**src/hw/rtl/cmyk_pkg.sv**
```systemverilog
package cmyk_pkg;

  localparam logic [7:0] CMax = 8'hFF;

  localparam logic [1:0] CompCyan    = 2'd0;
  localparam logic [1:0] CompMagenta = 2'd1;
  localparam logic [1:0] CompYellow  = 2'd2;
  localparam logic [1:0] CompBlack   = 2'd3;

  localparam int DivSteps = 8;
  localparam int StepW = $clog2(DivSteps);
  localparam logic [StepW-1:0] LastStep = StepW'(DivSteps - 1);

  typedef struct packed {
    logic       hold;
    logic       hold_sel;
    logic       capture;
    logic       div_load;
    logic       div_step;
    logic       out_load;
    logic [1:0] comp;
  } cmyk_cmd_t;

  typedef struct packed {
    logic div_done;
  } cmyk_sts_t;

endpackage

```
**src/hw/rtl/rgb_to_cmyk_byte_stream_core.sv**
```systemverilog
// RGB to CMYK byte stream converter. Feed red, green and blue bytes in turn
// on in_byte; after each blue byte the core emits four beats, cyan, magenta,
// yellow and black, with last set on the black beat. Red and green beats are
// taken one per cycle. The blue beat starts three divisions of 255*(inv-K)
// by 255-K on one shared restoring divider that retires one quotient bit per
// cycle; each of C, M and Y is loaded, divided and then registered as an
// output beat, and K is registered through the finish state without a
// division once yellow is taken. No new byte is accepted until the black
// beat of the current pixel has been taken.
module rgb_to_cmyk_byte_stream_core (
  input  logic       clk,
  input  logic       rst,
  input  logic       in_valid,
  output logic       in_ready,
  input  logic [7:0] in_byte,
  output logic       out_valid,
  input  logic       out_ready,
  output logic [7:0] out_byte,
  output logic [1:0] component,
  output logic       last
);
  import cmyk_pkg::*;

  cmyk_cmd_t cmd;
  cmyk_sts_t sts;

  cmyk_ctrl u_ctrl (
    .clk       (clk),
    .rst       (rst),
    .in_valid  (in_valid),
    .in_ready  (in_ready),
    .out_valid (out_valid),
    .out_ready (out_ready),
    .sts       (sts),
    .cmd       (cmd)
  );

  cmyk_dp u_dp (
    .clk       (clk),
    .rst       (rst),
    .in_byte   (in_byte),
    .cmd       (cmd),
    .sts       (sts),
    .out_byte  (out_byte),
    .component (component),
    .last      (last)
  );

  a_no_overlap: assert property (@(posedge clk) disable iff (rst)
    !(in_ready && out_valid))
    else $error("input and output both open");

  a_last_on_black: assert property (@(posedge clk) disable iff (rst)
    out_valid |-> (last == (component == CompBlack)))
    else $error("last not aligned with black beat");

  a_back_to_input: assert property (@(posedge clk) disable iff (rst)
    out_valid && out_ready && last |=> in_ready)
    else $error("input not reopened after pixel");

  a_gap_between_beats: assert property (@(posedge clk) disable iff (rst)
    out_valid && out_ready && !last |=> !out_valid)
    else $error("next component beat presented too early");

endmodule

```
**src/hw/rtl/cmyk_dp.sv**
```systemverilog
module cmyk_dp (
  input  logic              clk,
  input  logic              rst,
  input  logic [7:0]        in_byte,
  input  cmyk_pkg::cmyk_cmd_t cmd,
  output cmyk_pkg::cmyk_sts_t sts,
  output logic [7:0]        out_byte,
  output logic [1:0]        component,
  output logic              last
);
  import cmyk_pkg::*;

  logic [7:0] held_red;
  logic [7:0] held_green;
  logic [7:0] inv_c;
  logic [7:0] inv_m;
  logic [7:0] inv_y;
  logic [7:0] kval;
  logic       span_zero;
  logic [7:0] rem;
  logic [7:0] quo;
  logic [StepW-1:0] step_cnt;

  logic [7:0]  cap_c;
  logic [7:0]  cap_m;
  logic [7:0]  cap_y;
  logic [7:0]  cap_k;
  logic [7:0]  sel_inv;
  logic [7:0]  diff;
  logic [15:0] num;
  logic [8:0]  trial;
  logic [8:0]  span;
  logic        ge;

  // inverted component: 255 - x is the bitwise complement
  assign cap_c = ~held_red;
  assign cap_m = ~held_green;
  assign cap_y = ~in_byte;

  always_comb begin
    cap_k = cap_c;
    if (cap_m < cap_k) cap_k = cap_m;
    if (cap_y < cap_k) cap_k = cap_y;
  end

  always_comb begin
    case (cmd.comp)
      CompCyan:    sel_inv = inv_c;
      CompMagenta: sel_inv = inv_m;
      default:     sel_inv = inv_y;
    endcase
  end

  // 255 * diff as (diff << 8) - diff
  assign diff  = sel_inv - kval;
  assign num   = {diff, 8'h00} - {8'h00, diff};
  assign span  = {1'b0, ~kval};
  assign trial = {rem, quo[7]};
  assign ge    = (trial >= span);

  assign sts.div_done = (step_cnt == LastStep);

  always_ff @(posedge clk) begin
    if (rst) begin
      step_cnt <= '0;
    end else if (cmd.div_load) begin
      step_cnt <= '0;
    end else if (cmd.div_step) begin
      step_cnt <= step_cnt + StepW'(1);
    end
  end

  always_ff @(posedge clk) begin
    if (cmd.hold) begin
      if (cmd.hold_sel) held_green <= in_byte;
      else held_red <= in_byte;
    end
    if (cmd.capture) begin
      inv_c     <= cap_c;
      inv_m     <= cap_m;
      inv_y     <= cap_y;
      kval      <= cap_k;
      span_zero <= (cap_k == CMax);
    end
    // dividend high byte is already below the divisor, so eight steps suffice
    if (cmd.div_load) begin
      rem <= num[15:8];
      quo <= num[7:0];
    end else if (cmd.div_step) begin
      rem <= ge ? 8'(trial - span) : trial[7:0];
      quo <= {quo[6:0], ge};
    end
    if (cmd.out_load) begin
      component <= cmd.comp;
      last      <= (cmd.comp == CompBlack);
      if (cmd.comp == CompBlack) out_byte <= kval;
      else if (span_zero) out_byte <= 8'h00;
      else out_byte <= quo;
    end
  end

endmodule

```
**src/hw/rtl/cmyk_ctrl.sv**
```systemverilog
module cmyk_ctrl (
  input  logic              clk,
  input  logic              rst,
  input  logic              in_valid,
  output logic              in_ready,
  output logic              out_valid,
  input  logic              out_ready,
  input  cmyk_pkg::cmyk_sts_t sts,
  output cmyk_pkg::cmyk_cmd_t cmd
);
  import cmyk_pkg::*;

  typedef enum logic [2:0] {
    S_IDLE,
    S_LOAD,
    S_DIV,
    S_FINISH,
    S_OUT
  } state_t;

  state_t     state;
  logic [1:0] pos;
  logic [1:0] comp;
  logic       in_fire;

  assign in_ready = (state == S_IDLE);
  assign in_fire  = in_valid && in_ready;

  always_comb begin
    cmd          = '0;
    cmd.hold     = in_fire && !pos[1];
    cmd.hold_sel = pos[0];
    cmd.capture  = in_fire && pos[1];
    cmd.div_load = (state == S_LOAD);
    cmd.div_step = (state == S_DIV);
    cmd.out_load = (state == S_FINISH);
    cmd.comp     = comp;
  end

  always_ff @(posedge clk) begin
    if (rst) begin
      state     <= S_IDLE;
      pos       <= 2'd0;
      comp      <= CompCyan;
      out_valid <= 1'b0;
    end else begin
      case (state)
        S_IDLE: begin
          if (in_fire) begin
            // a stray position of three is taken as the blue byte
            if (pos[1]) begin
              pos   <= 2'd0;
              comp  <= CompCyan;
              state <= S_LOAD;
            end else begin
              pos <= pos + 2'd1;
            end
          end
        end
        S_LOAD: state <= S_DIV;
        S_DIV: begin
          if (sts.div_done) state <= S_FINISH;
        end
        S_FINISH: begin
          out_valid <= 1'b1;
          state     <= S_OUT;
        end
        S_OUT: begin
          if (out_ready) begin
            out_valid <= 1'b0;
            if (comp == CompBlack) begin
              state <= S_IDLE;
            end else if (comp == CompYellow) begin
              comp  <= CompBlack;
              state <= S_FINISH;
            end else begin
              comp  <= comp + 2'd1;
              state <= S_LOAD;
            end
          end
        end
        default: state <= S_IDLE;
      endcase
    end
  end

endmodule

```
**config.mk**
```make
export PLATFORM = sky130hd
export DESIGN_NAME = rgb_to_cmyk_byte_stream_core
export DESIGN_NICKNAME = d
export VERILOG_FILES = /design/src/hw/rtl/cmyk_pkg.sv /design/src/hw/rtl/rgb_to_cmyk_byte_stream_core.sv /design/src/hw/rtl/cmyk_dp.sv /design/src/hw/rtl/cmyk_ctrl.sv
export SDC_FILE = /design/constraint.sdc
export NUM_CORES = 1
export LEC_CHECK = 0
export BUFFER_PORTS_ARGS = -buffer_cell sky130_fd_sc_hd__buf_4
export CORE_MARGIN = 1
export CORE_UTILIZATION = 55
export CTS_CLUSTER_SIZE = 20
export DETAILED_ROUTE_END_ITERATION = 16
export PLACE_DENSITY = 0.73
export SLEW_MARGIN = 5
export SYNTH_ARGS = -nofsm -noshare
export SYNTH_HDL_FRONTEND = slang
export SYNTH_SLANG_ARGS = --single-unit
```
**constraint.sdc**
```tcl
create_clock -name clk -period 8.9 [get_ports clk]
set_clock_uncertainty 0.15 [all_clocks]
set_input_delay 1.78 -clock clk [delete_from_list [all_inputs] [get_ports clk]]
set_output_delay 1.78 -clock clk [all_outputs]
set_load 0.03 [all_outputs]
```
---- After elaboration in Yosys (flattened, before gate mapping) ----
Cells that the tools add are included.
storage, ports and cells
  register bits after elaboration ......... 87
  input bits .............................. 12
operators by class
  add/subtract/negate cells ............... 6
  bitwise logic cells ..................... 5
  muxes and demuxes ....................... 26
  magnitude comparators ................... 3
  equal/unequal tests ..................... 14
  reductions and logical operators ........ 16
operator list
  kind                                                                    count
  8-bit 2-to-1 mux                                                        9
  8-bit inverter                                                          4
  8-bit less-than comparator                                              2
  8-bit one-hot mux with 2 select lines                                   1
  16-bit by 8-bit subtractor with 16-bit output                           1
  8-bit subtractor                                                        2
  3-bit 2-to-1 mux                                                        5
  3-bit one-hot mux with 5 select lines                                   1
  2-bit 2-to-1 mux                                                        7
  9-bit by 8-bit >= comparator with 1-bit output                          1
  8-bit equality test (second input constant)                             1
  2-bit != test (second input constant)                                   4
  2-bit AND reduction                                                     4
  3-bit by 2-bit equality test with 1-bit output (second input constant)  2
  3-bit equality test (second input constant)                             2
  2-bit nonzero test                                                      3
  5-bit AND reduction                                                     1
  2-bit by 1-bit adder with 2-bit output (second input constant)          2
  2-bit equality test (second input constant)                             2
  2-bit one-hot mux with 2 select lines                                   1
  4-bit AND reduction                                                     1
  3-bit by 1-bit adder with 3-bit output (second input constant)          1
  3-bit by 1-bit equality test with 1-bit output (second input constant)  1
  1-bit logical AND                                                       3
  other kinds (9)                                                         9

---- Logic depth before layout (Yosys ltp) ----
Gate-level depths: netlist (run 1).
  word-level depth ........................ 6
  gate-level depth with buffers ........... 16
  gate-level depth less buffers ........... 14

---- By module ----
From an unflattened synthesis (run 1), not the netlist that was laid out.
unflattened totals
  cell total of the unflattened synthesis .. 459
  area total of the unflattened synthesis .. 5,032.3 um^2
modules (own cells, without submodules)
  module     instances  area each (um^2)  cells each
  cmyk_dp    1          4,546.9           400
  cmyk_ctrl  1          485.5             59

---- Worst setup path after synthesis (run 1) ----
No wires, ideal clock.
  path type ............................... reg-to-reg
  start ................................... register u_ctrl.comp[0]
  end ..................................... register u_dp.rem[0], data pin
  path slack .............................. 5,003 ps
  path buffers ............................ 1
  data required time ...................... 8,485 ps
  stages on the path, launching flop included .. 15
  clock period less this slack ............ 3,897 ps
  arrival ................................. 3,482 ps
  path through ............................ dfxtp_1 inv_1 ha_1 buf_2 nor2_1 a21oi_1 ha_1 fa_1 ha_1 nand2_1 a2111oi_1 or4b_4 nor3_4 xnor2_1 mux2i_1
on the way
  word-level cells in the longest chain between the ends .. 5
  elaborated cells between the ends (all ways) .. 6
  classes of those cells .................. add/sub: 2; eq/ne: 1; mux: 2; reduce/logical: 1
RTL lines
  what                                                                                        line             source
  start: declaration                                                                          cmyk_ctrl.sv:23  logic [1:0] comp;
  start signal: assignment                                                                    cmyk_ctrl.sv:44  comp <= CompCyan;
  start signal: assignment                                                                    cmyk_ctrl.sv:53  comp <= CompCyan;
  start signal: assignment                                                                    cmyk_ctrl.sv:74  comp <= CompBlack;
  2-bit by 1-bit equality test with 1-bit output / 2-bit logical NOT (equally long branches)  cmyk_dp.sv:47    case (cmd.comp)
  8-bit one-hot mux with 2 select lines *                                                     cmyk_dp.sv:47
  8-bit subtractor *                                                                          cmyk_dp.sv:55    assign diff = sel_inv - kval;
  16-bit by 8-bit subtractor with 16-bit output *                                             cmyk_dp.sv:56    assign num = {diff, 8'h00} - {8'h00, diff};
  8-bit 2-to-1 mux *                                                                          cmyk_dp.sv:86    if (cmd.div_load) begin
  end signal: assignment                                                                      cmyk_dp.sv:87    rem <= num[15:8];
  end signal: assignment                                                                      cmyk_dp.sv:90    rem <= ge ? 8'(trial - span) : trial[7:0];
  end: declaration                                                                            cmyk_dp.sv:20    logic [7:0] rem;
Every way passes the cells marked *; elsewhere a longest branch is shown, timed or not.
A chain may end at the register's enable or synchronous reset.

---- Worst setup path after layout (run 1) ----
Same ends and word-level chain as after synthesis.

==> key figures, run 1 <==
Outcome
  – Outcome: completed

Min path
  – Hold path cells: 2
  – Hold Path Sink: u_ctrl.out_valid
  – HP Class: flop to flop
  – Worst hold start: u_ctrl.out_valid

Floorplan
  – # rows: 34
  – Total core area: around 0.0087 mm^2
  – Initial Util: a little under three fifths
  – Die W: 96.7 um
  – DIE AREA: 0.00935 mm^2
  – Die H: 96.7 um
  – I/O Pins: 25

Timing
  – Setup TNS: 0 ns
  – Slew HR: between 20% and 30%
  – Worst-Margin Slew: 1.16 ns
  – Count of final setup violators: 0
  – Min Hold Slack: ~0.37 ns
  – Max Slew Vio Count: 0
  – Highest clock rate: 221 MHz
  – RSZ-0062 raised after global routing: no
  – Fin crit share: 50.8%
  – Period minus WS final: 4.52 ns
  – Final Hold Vio Count: 0

Setup path
  – Critical path peak fanout: 9
  – Cells on worst reg2reg path: 13
  – CP arrival: 4.46 ns
  – Worst setup path category: flop to flop
  – R2R Path End: u_dp.rem[0]
  – Startpoint Class: flop
  – Worst setup startpoint: u_ctrl.comp[0]
  – CP Data Required Time: 8.84 ns
  – CP Capture Type: flop
  – Reg-to-Reg Start: u_ctrl.comp[0]
  – Setup slack, reg-to-reg: 4.38 ns

GRT
  – Initial antenna violation count: 0
  – Number of global-route vias before repair: around 3400
  – Largest net degree at the start of global routing: 34
  – GRT overflow: 0
  – Gr usage total: a little under a quarter
  – First-pass GRT wire length: 16.9 mm

Logic synthesis
  – Syn Std Cell Area: 0.00493 mm^2
  – XOR/XNOR Fraction of Synth Area: under 10%
  – Mux share of post-synthesis cell area: 3.70%
  – Seq/Total Area, Yosys: 50.7%
  – Yosys warning total: 0
  – Synth top area share: 46.2%
  – Syn Inst Count: 455
  – Post-synthesis register bit count: 87
  – Area share of fa/ha/maj cells after synthesis: 10.2%
  – Net Count, Synth: just over 500
  – Synth Area in Compound Gates: 16.6%
  – Commonest cells post-synth: edfxtp_1, nand2_1, inv_1
  – Main combinational cell family by area after synthesis: compound AO/OA/AOI/OAI gates
  – Post-synth ARST share: 0%
  – Number of flops mapped to enable cells by yosys: between 70 and 80
  – Count leader, synth: edfxtp_1
  – Most used DFF post-synth: edfxtp_1
  – Synth area leader: edfxtp_1
  – Top cells by area, synth: edfxtp_1, ha_1, dfxtp_1, nand2_1, mux2i_1
  – Yosys cell types: 49
  – Synth Area per Inst: 10.8 um^2
  – Post-synthesis simple-gate area fraction: 11.8%

Place
  – Post-DP HPWL: 7.69 mm
  – Placed cell count: approximately 580
  – Placer Congestion: 0.888
  – Port bufs: 24

Clocking
  – TritonCTS clock tree: done
  – Post-CTS setup-driven buffer insertion count: 0
  – TritonCTS Buffers: 9
  – Clk_lat worst skew: 0.36 ns
  – Clock transition at path regs: approximately 0.10 ns
  – Resize count post-CTS: 0
  – CTS sink count: 87
  – CTS Hold Bufs: 0
  – Htree depth: 3
  – CTS Root Cell: clkbuf_8
  – Deepest clock path buffer count: 2

Detailed routing
  – Antenna Nets Post-Route: 0
  – Initial drt markers: around 150
  – DR vias/cell: 5.92
  – Wirelength per Cell: 16.8 um
  – Residual DRC: 0
  – DRT Wirelength: 9.97 mm
  – Drt pass-1 iters: 4
  – Detailed-route via count: 3506

Power and ir drop
  – Max rail drop VDD: between 0.0001 and 0.00015 V
  – Overall power: 0.00105 W
  – Power Density: between 150 and 200 mW/mm^2
  – Static Leakage: 2.21 nW

Finish
  – Layout cells sized above 1: a little over a tenth
  – Final core occ: between 60 and 70%
  – N_diodes: 0
  – Non-filler cells, final: 592
  – Fin nets: 530
  – Synth-to-layout area growth: 10.1%

Flow run
  – Number of max-cap violations: 0
-- cell type report --
cell class | instances | area, um^2
Clock buffer | 9 | 124
Clock inverter | 7 | 88.8
Fill cell | 700 | 3290
Inverter | 39 | 146
Multi-Input combinational cell | 314 | 2230
Sequential cell | 87 | 2500
Tap cell | 108 | 135
Timing Repair Buffer | 28 | 210
-- state kept, by name, indices dropped and copies added (netlist names) --
signal	cells
u_ctrl.comp	2
u_ctrl.out_valid	1
u_ctrl.pos	2
u_ctrl.state	3
u_dp.component	2
u_dp.held_green	8
u_dp.held_red	8
u_dp.inv_c	8
u_dp.inv_m	8
u_dp.inv_y	8
u_dp.kval	8
u_dp.last	1
u_dp.out_byte	8
u_dp.quo	8
u_dp.rem	8
u_dp.span_zero	1
u_dp.step_cnt	3
-- power by group --
group | internal, W | switching, W | leakage (nW)
logic | 0.000105 | 0.000150 | 1.32
registers | 0.000485 | 0.0000227 | 0.779
clock network | 0.000136 | 0.000154 | 0.109
-- critical path, cell delays in order, from the launching register on --
cell       delay (ns)
dfxtp_1          0.43
inv_1            0.12
ha_1             0.35
nor2_1           0.51
a21oi_1          0.15
ha_1             0.23
fa_1             0.56
ha_1             0.23
nand2_1          0.08
a2111oi_1        0.38
or4b_4           0.54
nor3_4           0.27
xnor2_1          0.15
mux2i_1          0.09
-- worst max path at each step --
| stage | end | slack [ns] | cells after the start |
|---|---|---|---|
| after floorplan | u_dp.rem[0] | 5.00 | 14 |
| after global placement | u_dp.rem[0] | 4.46 | 13 |
| after detailed placement | u_dp.rem[0] | 4.36 | 13 |
| after CTS | u_dp.rem[0] | 4.34 | 13 |
| after global routing | u_dp.rem[0] | 4.10 | 13 |
| final | u_dp.rem[0] | 4.38 | 13 |
-- per-layer routing --
metal | vias up | routed length [um] | GRT usage (%)
li1 | 1735 | - | -
met1 | 1674 | 4490 | 29.6
met2 | 83 | 5070 | 38.4
met3 | 14 | 272 | 4.19
met4 | 0 | 139 | 7.46
met5 | - | 0 | 0
-- cell usage in the layout (no fill, tap or decap), types with 6 or more instances in the layout --
cell,n
mux2i_1,16
ha_1,37
a21oi_1,21
o21ai_0,26
nor4_1,9
clkbuf_8,9
nand2_1,45
a22oi_1,6
edfxtp_1,76
o21a_1,6
xnor2_1,11
dfxtp_1,11
inv_1,39
nand2b_1,9
buf_4,28
nor3_1,8
o22ai_1,6
nor2_1,25
a21o_1,13
a22o_1,12
-- logic make-up after synthesis --
logic type                 after synthesis
AOI/OAI and AO/OA                      122
and+or+nand+nor                        119
DFF                                     87
buffers and inverters                   54
adders and majority gates               39
muxes                                   18
xor gates and xnor gates                16
-- stage by stage --
step	setup slack, ns	area, um^2
after floorplan	5.00	4930
after global placement	4.46	5220
after detailed placement	4.36	5220
after CTS	4.34	5430
after global routing	4.10	5430
final	4.38	5430
No activity file was read; power rests on OpenSTA's default activity.
==> inputs of run 2 (changes only) <==
--- a/config.mk
+++ b/config.mk
@@ -5,12 +5,13 @@
 export SDC_FILE = /design/constraint.sdc
 export NUM_CORES = 1
 export LEC_CHECK = 0
+export ABC_AREA = 1
 export BUFFER_PORTS_ARGS = -buffer_cell sky130_fd_sc_hd__buf_4
 export CORE_MARGIN = 1
 export CORE_UTILIZATION = 55
 export CTS_CLUSTER_SIZE = 20
 export DETAILED_ROUTE_END_ITERATION = 16
-export PLACE_DENSITY = 0.73
+export PLACE_DENSITY = 0.76
 export SLEW_MARGIN = 5
 export SYNTH_ARGS = -nofsm -noshare
 export SYNTH_HDL_FRONTEND = slang
==> constraint.sdc (replaced) <==
create_clock -name clk -period 3.7 [get_ports clk]
set_clock_uncertainty 0.15 [all_clocks]
set_input_delay 0.74 -clock clk [delete_from_list [all_inputs] [get_ports clk]]
set_output_delay 0.74 -clock clk [all_outputs]
set_load 0.03 [all_outputs]
==> key figures, run 2 <==
Timing
  – Final Hold Vio Count: 0
  – Count of final setup violators: 0
  – Fin crit share: 94.0%
  – Period minus WS final: 3.48 ns
  – Worst-Margin Slew: 0.782 ns
  – Max Slew Vio Count: 0
  – Highest clock rate: 288 MHz
  – Min Hold Slack: 0.318 ns
  – Setup TNS: 0 ns
  – Slew HR: 47.7%

Power and ir drop
  – Power Density: 804 mW/mm^2
  – Overall power: 0.00430 W
  – Max rail drop VDD: 0.000379 V
  – Static Leakage: 2.35 nW

Finish
  – Commonest cells after routing, fill and taps aside: nand2_1, inv_1, edfxtp_1
  – Fillers: 665
  – Synth-to-layout area growth: 12.0%
  – Final core occ: 64.5%
  – Fin nets: between 500 and 600
  – Non-filler cells, final: 651
  – Most common cell after layout, fill and taps aside: nand2_1
  – Layout cells sized above 1: 13.4%
  – N_diodes: 0

Detailed routing
  – Initial drt markers: 194
  – DRT Wirelength: 9.79 mm
  – Drt pass-1 iters: 5
  – DR vias/cell: 5.36
  – Antenna Nets Post-Route: 0
  – Detailed-route via count: 3489
  – Residual DRC: 0
  – Wirelength per Cell: between 15 and 20 um

Floorplan
  – Initial Util: between 50 and 60%
  – Total core area: 0.00830 mm^2
  – Die H: roughly 95 um
  – # rows: 33
  – I/O Pins: 25
  – DIE AREA: 0.00906 mm^2
  – Die W: 95.2 um

Logic synthesis
  – Most used DFF post-synth: edfxtp_1
  – Syn Inst Count: 506
  – Top cells by area, synth: edfxtp_1, ha_1, nand2_1, inv_1, dfxtp_1
  – Count leader, synth: nand2_1
  – Number of flops mapped to enable cells by yosys: 76
  – Syn Std Cell Area: about 0.0048 mm^2
  – Commonest cells post-synth: nand2_1, inv_1, edfxtp_1
  – Seq/Total Area, Yosys: 52.4%
  – Synth Area per Inst: 9.44 um^2
  – Post-synth ARST share: 0%
  – Synth area leader: edfxtp_1
  – Synth top area share: 47.8%
  – Post-synthesis register bit count: 87
  – Net Count, Synth: about 560
  – Yosys cell types: 35
  – Yosys warning total: 0

Setup path
  – Slowest CP cell: fa_1
  – CP Capture Type: flop
  – Crit-path cells: inv_1, ha_2, nor2_4, a21oi_1, ha_1, fa_1, ha_1, nand2_1, nor2_2, nand2_1, nor2_1, inv_1, nor2_1, nand2_1, nand3_1, nand3_1
  – CP arrival: 3.45 ns
  – CP Data Required Time: 3.67 ns
  – CP peak stage delay: 0.58 ns
  – Critical path peak fanout: 9
  – Startpoint Class: flop
  – Critical path's top delay family: adder cells
  – Worst path bufs/invs: 2
  – CP dominant cell by count: nand2_1
  – Worst setup path category: flop to flop
  – Worst setup startpoint: u_ctrl.comp[0]
  – Reg-to-Reg Start: u_ctrl.comp[0]

Clocking
  – TritonCTS clock tree: done
  – TritonCTS Buffers: 9
  – Clk_lat worst skew: about 0.36 ns
  – Deepest clock path buffer count: 2
  – Clock transition at path regs: 0.09 ns
  – CTS sink count: 87
  – CTS Hold Bufs: 0
  – Htree depth: 3
  – CTS Root Cell: clkbuf_8

Place
  – Port bufs: 24
  – Post-DP HPWL: 7.60 mm
  – Placer Congestion: 0.917
  – Placed cell count: 630

Flow run
  – Number of max-cap violations: 0

GRT
  – Largest net degree at the start of global routing: 35
  – Number of global-route vias before repair: 3441
  – GRT overflow: 0
  – Initial antenna violation count: 0
  – First-pass GRT wire length: 16.2 mm
  – Gr usage total: 24.1%

Min path
  – HP Class: flop to flop
  – Worst hold start: u_ctrl.out_valid

Outcome
  – Outcome: completed
[run 2: routing by layer]
metal  part of all wire [%]  GRT usage, %  vias up  wire length, um
met3                    4.8          3.19       32              473
met4                    3.8          12.6        0              376
met2                     50          41.5      104             4890
met1                     41          29.2     1594             4050
li1                       -             -     1759                -
met5                      0             0        -                0
[run 2: tightest hold or removal path: stages (launching register included)]
cell	delay, ns
dfxtp_1	0.32
nand2_1	0.06
a21oi_1	0.05
[run 2: cells by family after synthesis]
group           share of synthesized area, %
xor+xnor                                2.33
buf+inv                                 7.73
flops                                   52.4
compound gates                          10.6
fa+ha+maj                               10.5
simple gates                            16.4
[run 2: what timing repair did]
| item | in CTS | in global routing |
|---|---|---|
| setup buffers | 0 | 6 |
| resized for setup | 0 | 3 |
| setup endpoints to repair | 0 | 7 |
[run 2: final timing paths]
path | to | depth (start not counted) | slack, ns
setup reg to reg | u_dp.rem[0] | 16 | 0.22
hold / removal | u_ctrl.out_valid | 2 | 0.32
hold reg to reg | u_ctrl.out_valid | 2 | 0.32
setup / recovery | u_dp.rem[0] | 16 | 0.22
[run 2: final cells by class]
cell class	instances	area [um^2]	share of cell area [%]
well taps	105	131	2.46
inverters	88	330	6.17
clock buffers	9	124	2.32
clock inverters	6	85.1	1.59
flip-flops and latches	87	2500	46.8
repair buffers	34	255	4.77
multi-input cells	322	1920	35.9
[run 2: through the flow]
stage | worst slack, ns | instance area (um^2)
2_1_floorplan | 0.553 | 4780
3_3_place_gp | 0.342 | 5090
3_5_place_dp | 0.178 | 5090
4_1_cts | 0.166 | 5300
5_1_grt | -0.0706 | 5350
6_report | 0.222 | 5350
[run 2: where the power goes]
part,switching [W],internal (W),total [W],leakage (nW)
registers,0.000117,0.00142,0.00154,0.784
clock network,0.000339,0.000375,0.000715,0.103
logic,0.00129,0.000752,0.00204,1.47
total,0.00175,0.00255,0.00430,2.35
